$ cat src/design/wsa_pkg.sv
package wsa_pkg;

    localparam int SAMPLE_W = 16;
    localparam int MEAN_W   = 16;
    localparam int FILL_W   = 6;

    typedef struct packed {
        logic busy;
        logic done;
    } wsa_div_status_t;

endpackage

$ cat src/design/windowed_sample_average_unit.sv
// Channel  | Direction | Handshake                   | Payload
// ---------+-----------+-----------------------------+------------------
// sample   | in        | sample_valid / sample_stall | sample
// result   | out       | result_valid / result_stall | mean, fill_count
//
// After transfer a sample updates the window total, then the restoring divider
// is started and gives one quotient bit per cycle; the result register loads
// the quotient once that register is free. One sample is in work at a time.
// The result register lets the next sample transfer while a result waits.
// Reset is asynchronous, active low; the window store itself is not cleared,
// entries not yet written are masked by the fill count.
module windowed_sample_average_unit #(
    parameter int WINDOW_DEPTH = 32,
    parameter int SAMPLE_BITS  = 16
) (
    input  logic                          clk,
    input  logic                          rst_n,
    input  logic                          sample_valid,
    output logic                          sample_stall,
    input  logic [wsa_pkg::SAMPLE_W-1:0]  sample,
    output logic                          result_valid,
    input  logic                          result_stall,
    output logic [wsa_pkg::MEAN_W-1:0]    mean,
    output logic [wsa_pkg::FILL_W-1:0]    fill_count
);
    import wsa_pkg::*;

    localparam int SW = (SAMPLE_BITS < SAMPLE_W) ? SAMPLE_BITS : SAMPLE_W;
    localparam int CW = $clog2(WINDOW_DEPTH + 1);
    localparam int PW = $clog2(WINDOW_DEPTH);
    localparam int TW = SW + CW;

    typedef enum logic [1:0] {
        ST_IDLE,
        ST_SUM,
        ST_START,
        ST_DIV
    } state_t;

    state_t          state_reg;
    logic [SW-1:0]   mem [WINDOW_DEPTH];
    logic [SW-1:0]   old_reg;
    logic [SW-1:0]   sample_reg;
    logic            evict_reg;
    logic [PW-1:0]   ptr_reg;
    logic [CW-1:0]   count_reg;
    logic [TW-1:0]   total_reg;
    logic [TW-1:0]   total_next;
    logic            result_valid_reg;
    logic [MEAN_W-1:0] mean_reg;
    logic [FILL_W-1:0] fill_reg;

    logic            sample_xfer;
    logic            out_free;
    logic            result_load;
    logic            div_start;
    logic [TW-1:0]   div_quotient;
    wsa_div_status_t div_status;
    logic [SW-1:0]   sample_m;

    assign sample_m     = sample[SW-1:0];
    assign sample_stall = (state_reg != ST_IDLE);
    assign sample_xfer  = sample_valid && !sample_stall;
    assign out_free     = !result_valid_reg || !result_stall;
    assign result_load  = (state_reg == ST_DIV) && div_status.done && out_free;
    assign div_start    = (state_reg == ST_START);
    assign total_next   = total_reg - (evict_reg ? TW'(old_reg) : '0) + TW'(sample_reg);

    wsa_divider #(
        .DIVIDEND_W (TW),
        .DIVISOR_W  (CW)
    ) u_div (
        .clk      (clk),
        .rst_n    (rst_n),
        .start    (div_start),
        .dividend (total_reg),
        .divisor  (count_reg),
        .quotient (div_quotient),
        .status   (div_status)
    );

    // read-before-write: old entry comes out as the new one goes in
    always_ff @(posedge clk)
    begin
        if (sample_xfer)
        begin
            old_reg      <= mem[ptr_reg];
            mem[ptr_reg] <= sample_m;
            sample_reg   <= sample_m;
        end
    end

    always_ff @(posedge clk or negedge rst_n)
    begin
        if (!rst_n)
        begin
            state_reg        <= ST_IDLE;
            ptr_reg          <= '0;
            count_reg        <= '0;
            total_reg        <= '0;
            evict_reg        <= 1'b0;
            result_valid_reg <= 1'b0;
            mean_reg         <= '0;
            fill_reg         <= '0;
        end
        else
        begin
            if (result_load)
            begin
                result_valid_reg <= 1'b1;
            end
            else if (result_valid_reg && !result_stall)
            begin
                result_valid_reg <= 1'b0;
            end
            unique case (state_reg)
                ST_IDLE:
                begin
                    if (sample_xfer)
                    begin
                        evict_reg <= (count_reg == CW'(WINDOW_DEPTH));
                        ptr_reg   <= (ptr_reg == PW'(WINDOW_DEPTH - 1)) ? '0 : ptr_reg + 1'b1;
                        if (count_reg != CW'(WINDOW_DEPTH))
                        begin
                            count_reg <= count_reg + 1'b1;
                        end
                        state_reg <= ST_SUM;
                    end
                end
                ST_SUM:
                begin
                    total_reg <= total_next;
                    state_reg <= ST_START;
                end
                ST_START:
                begin
                    state_reg <= ST_DIV;
                end
                ST_DIV:
                begin
                    if (result_load)
                    begin
                        mean_reg  <= MEAN_W'(div_quotient);
                        fill_reg  <= FILL_W'(count_reg);
                        state_reg <= ST_IDLE;
                    end
                end
                default:
                begin
                    state_reg <= ST_IDLE;
                end
            endcase
        end
    end

    assign result_valid = result_valid_reg;
    assign mean         = mean_reg;
    assign fill_count   = fill_reg;

`ifndef SYNTH
    a_count_bound: assert property (@(posedge clk) disable iff (!rst_n)
        count_reg <= CW'(WINDOW_DEPTH))
        else $error("fill count above window depth");

    a_fill_ptr: assert property (@(posedge clk) disable iff (!rst_n)
        (count_reg < CW'(WINDOW_DEPTH)) |-> (CW'(ptr_reg) == count_reg))
        else $error("write pointer out of step with fill count");

    a_one_in_flight: assert property (@(posedge clk) disable iff (!rst_n)
        sample_xfer |=> sample_stall)
        else $error("second sample taken while one is in work");

    a_div_idle_on_start: assert property (@(posedge clk) disable iff (!rst_n)
        div_start |-> !div_status.busy)
        else $error("divider restarted while busy");

    a_load_needs_quotient: assert property (@(posedge clk) disable iff (!rst_n)
        ((state_reg == ST_DIV) && (state_reg != $past(state_reg)) && $past(rst_n))
        |-> !div_status.done)
        else $error("stale quotient seen at divide start");
`endif

endmodule

$ cat src/design/wsa_divider.sv
module wsa_divider #(
    parameter int DIVIDEND_W = 21,
    parameter int DIVISOR_W  = 6
) (
    input  logic                     clk,
    input  logic                     rst_n,
    input  logic                     start,
    input  logic [DIVIDEND_W-1:0]    dividend,
    input  logic [DIVISOR_W-1:0]     divisor,
    output logic [DIVIDEND_W-1:0]    quotient,
    output wsa_pkg::wsa_div_status_t status
);
    import wsa_pkg::*;

    localparam int CNT_W = $clog2(DIVIDEND_W + 1);

    logic [DIVIDEND_W-1:0] quo_reg;
    logic [DIVIDEND_W-1:0] quo_next;
    logic [DIVISOR_W-1:0]  rem_reg;
    logic [DIVISOR_W-1:0]  rem_next;
    logic [DIVISOR_W-1:0]  dvs_reg;
    logic [CNT_W-1:0]      cnt_reg;
    logic                  busy_reg;
    logic                  done_reg;
    logic [DIVISOR_W:0]    shifted;
    logic [DIVISOR_W:0]    diff;
    logic                  fits;

    // one restoring step per cycle
    always_comb
    begin
        shifted  = {rem_reg, quo_reg[DIVIDEND_W-1]};
        diff     = shifted - {1'b0, dvs_reg};
        fits     = (shifted >= {1'b0, dvs_reg});
        quo_next = {quo_reg[DIVIDEND_W-2:0], fits};
        rem_next = fits ? diff[DIVISOR_W-1:0] : shifted[DIVISOR_W-1:0];
    end

    always_ff @(posedge clk or negedge rst_n)
    begin
        if (!rst_n)
        begin
            busy_reg <= 1'b0;
            done_reg <= 1'b0;
            cnt_reg  <= '0;
        end
        else if (start)
        begin
            busy_reg <= 1'b1;
            done_reg <= 1'b0;
            cnt_reg  <= CNT_W'(DIVIDEND_W);
        end
        else if (busy_reg)
        begin
            cnt_reg <= cnt_reg - 1'b1;
            if (cnt_reg == CNT_W'(1))
            begin
                busy_reg <= 1'b0;
                done_reg <= 1'b1;
            end
        end
    end

    always_ff @(posedge clk)
    begin
        if (start)
        begin
            quo_reg <= dividend;
            rem_reg <= '0;
            dvs_reg <= divisor;
        end
        else if (busy_reg)
        begin
            quo_reg <= quo_next;
            rem_reg <= rem_next;
        end
    end

    assign quotient    = quo_reg;
    assign status.busy = busy_reg;
    assign status.done = done_reg;

endmodule

$ cat config.mk
export PLATFORM = sky130hd
export DESIGN_NAME = windowed_sample_average_unit
export DESIGN_NICKNAME = d
export VERILOG_FILES = /design/src/design/wsa_pkg.sv /design/src/design/windowed_sample_average_unit.sv /design/src/design/wsa_divider.sv
export SDC_FILE = /design/constraint.sdc
export NUM_CORES = 1
export LEC_CHECK = 0
export BUFFER_PORTS_ARGS = -buffer_cell sky130_fd_sc_hd__buf_2
export CAP_MARGIN = 15
export CORE_MARGIN = 1.5
export CORE_UTILIZATION = 42
export CTS_BUF_LIST = sky130_fd_sc_hd__clkbuf_8 sky130_fd_sc_hd__clkbuf_16
export CTS_CLUSTER_DIAMETER = 50
export DETAILED_ROUTE_END_ITERATION = 10
export PLACE_DENSITY = 0.56
export SYNTH_ARGS = -nofsm -noshare
export SYNTH_HDL_FRONTEND = slang
export SYNTH_SLANG_ARGS = --single-unit
$ cat constraint.sdc
create_clock -name clk -period 9.5 [get_ports clk]
set_input_delay 0.95 -clock clk [delete_from_list [all_inputs] [get_ports clk]]
set_output_delay 0.95 -clock clk [all_outputs]
set_load 0.02 [all_outputs]
==> results by group <==
Status
  – Outcome: completed

Timing
  – Ratio of final minimum period to clock period: 0.364
  – Rel. slew slack: 0.210
  – Skew final: 25.6 ps
  – RSZ-0062 raised after global routing: no
  – Final setup viols: 0
  – Fmax: 0.289 GHz
  – TNS Setup: 0 ps
  – Fin crit period: 3460 ps
  – Final Max Slew Viols: 0
  – Worst Tran Pin Value: approximately 1200 ps
  – Fin. Hold Viols: 0

Route
  – Wirelength, routed: 57.8 mm
  – Via count: approximately 13,000
  – DRT iter0 DRCs: 1,221
  – Vias per std cell: 5.47
  – ANT nets after route: 0
  – DRT Pass-1 Iters: 5
  – WL per Instance: 23.6 um
  – DRC viols: 0

Critical path
  – Critical path launch point type: flop
  – Reg2reg start: ptr_reg[0]
  – Critical Path Sink: mem[23][1]
  – Reg-to-reg setup timing slack: 6040 ps
  – Critical Path Start: ptr_reg[0]
  – Crit. End Element: flop
  – Slowest-stage cell, CP: dfrtp_4
  – WS Path Type: reg2reg
  – Critical path depth: 5
  – R2R cell count: 5
  – Worst Path Max Fanout: 38
  – Critical-path cell list: buf_4 > ha_1 > nand2_1 > nor2_1 > buf_4
  – Cell family with most CP delay: buffers and inverters
  – Slowest stage delay, CP: 910 ps
  – Critical Path Most Common Cell: buf_4
  – CP bufs+invs: 2
  – RR Endpoint: mem[23][1]
  – Worst Path Arrival: 3770 ps
  – WP data required: around 10000 ps

Synth
  – Synth top cells by count: edfxtp_1, mux4_2, inv_1, dfrtp_1, a22oi_1
  – Async S/R FF share, synth: 0.102
  – Synth Warn #: 0
  – Yosys reg bits: 644
  – Cell Area, Synth: 26,400 um^2
  – Main synth FF type: edfxtp_1
  – Synth top area cells: edfxtp_1, mux4_2, dfrtp_1
  – Avg Cell Area, Syn: 18.1 um^2
  – Post-synthesis sequential area ratio: 0.717
  – Number of distinct library cells after synthesis: 61
  – Syn Inst Count: 1,458
  – Top-area cell type share of the netlist area: 0.650
  – Syn_nets: 1,537
  – Largest area contributor in the netlist: edfxtp_1
  – EDFF count, synth: around 570
  – Most common cell in the synthesized netlist: edfxtp_1

Global routing
  – Initial antenna violation count: 1
  – Largest net degree at the start of global routing: 67
  – First-pass GRT wire length: 87.7 mm
  – Vias in the first global route: 13,700
  – Final global-route overflow total: 0
  – Total GRT Usage: 0.185

CTS
  – Clock latency on the worst-skew pair: 620 ps
  – CTS tree: yes
  – # hold bufs at CTS: 0
  – Setup bufs post-CTS: 0
  – H-tree level count: 3
  – CTS Buf Count: 72
  – CTS max path bufs: 3
  – Clock-pin slew on the worst setup and hold paths: 60 ps
  – Resized cells post-CTS: 0
  – Root buf cell: clkbuf_16
  – Clock sinks: ~640

Power and ir drop
  – Leak Pwr: 10.5 nW
  – Max IR drop VDD: 0.183 mV
  – Overall Power: 0.00963 W
  – Cell Pwr Density: 318 nW/um^2

Floorplan
  – IO Pins: 44
  – Die Height: 254 um
  – Die W: 254 um
  – Core area: 61,900 um^2
  – Die area: 64,400 um^2
  – Starting Density: 0.426
  – Rows: a little over 90

Place
  – Placed inst area: 27,800 um^2
  – Hpwl dp: between 30 and 40 mm
  – IO Port Bufs: 43
  – Placed insts: 2,315
  – Final RePlAce weighted congestion: 0.827

Cells and area
  – Ratio of cells with drive above 1 in the final layout: 0.240
  – Max reg flops: 512
  – Post-route non-filler standard cell count: 2,448
  – ANT cells: 0
  – Nets: 1,631
  – Area Growth Syn to Fin: 14.6%
  – Final Cell Area: 30,300 um^2

Min path
  – Hold Path Class: in2async

Run
  – Max_cap viols: 0
[worst reg2reg max path: stages (launching register included)]
cell and delay, ps:
dfrtp_4 910, buf_4 660, ha_1 300, nand2_1 240, nor2_1 730, buf_4 320
[routing by layer]
layer  vias up  share of wire  global-route usage
met1      7015           0.46               0.266
met3        85          0.051              0.0324
met2       375           0.47               0.294
met4         0          0.019              0.0495
met5         -              0                   0
li1       5914              -                   -
[kinds of logic (layout without fill, tap and decap cells)]
group / count (synthesis) / count (layout) / share of synthesized area
AND/OR/NAND/NOR: 209 / 209 / 0.0388
XOR/XNOR: 30 / 30 / 0.00995
adder cells (fa/ha/maj): 59 / 59 / 0.0328
AO/OA/AOI/OAI: 169 / 169 / 0.0440
flip-flops: 644 / 644 / 0.717
buffers and inverters: 160 / 313 / 0.0236
multiplexers: 187 / 187 / 0.133
[worst min path at each step]
stage / from / to / slack [ps]
floorplan: u_div.rem_reg[1] / u_div.rem_reg[1] / 460
global placement: result_valid / result_valid / 480
detailed placement: result_valid / result_valid / 480
CTS: rst_n / count_reg[0] / 490
global route: result_valid / result_valid / 520
finish: rst_n / u_div.done_reg / 480
[layout by cell type (no fill, tap or decap), types with 11 or more instances in the layout]
| cell | count |
|---|---|
| edfxtp_1 | 572 |
| mux4_2 | 128 |
| inv_1 | 104 |
| clkbuf_16 | 74 |
| a22oi_1 | 65 |
| dfrtp_1 | 64 |
| nor2_1 | 58 |
| nand2_1 | 53 |
| buf_4 | 43 |
| buf_2 | 42 |
| mux2_2 | 41 |
| ha_1 | 41 |
| o21ai_0 | 34 |
| a21oi_1 | 26 |
| and2_1 | 19 |
| nand4_1 | 19 |
| xnor2_1 | 19 |
| mux2i_1 | 18 |
| fa_1 | 17 |
| clkinv_1 | 12 |
| nand3_1 | 11 |
| nor3_1 | 11 |
| xor2_1 | 11 |
[power breakdown]
part           internal [W]  switching (W)
logic               0.00138        0.00170
registers           0.00341       0.000247
clock network       0.00174        0.00115
[stage by stage]
step | util | setup WS [ps] | hold WS, ps
finish | 0.489 | 6040 | 478
floorplan | - | 5700 | 461
detailed placement | 0.448 | 5780 | 481
CTS | 0.489 | 5940 | 487
global route | 0.489 | 5740 | 521
global placement | 0.448 | 5820 | 478
[area by class of cell]
class | count | area [um^2]
tap | 837 | 1050
sequential | 644 | 19000
multi-input combinational | 654 | 6880
inverter | 95 | 357
fill | 5168 | 31700
clock buffer | 78 | 1910
timing repair buffer | 85 | 533
clock inverter | 55 | 597
(Power assumes the default switching activity.)
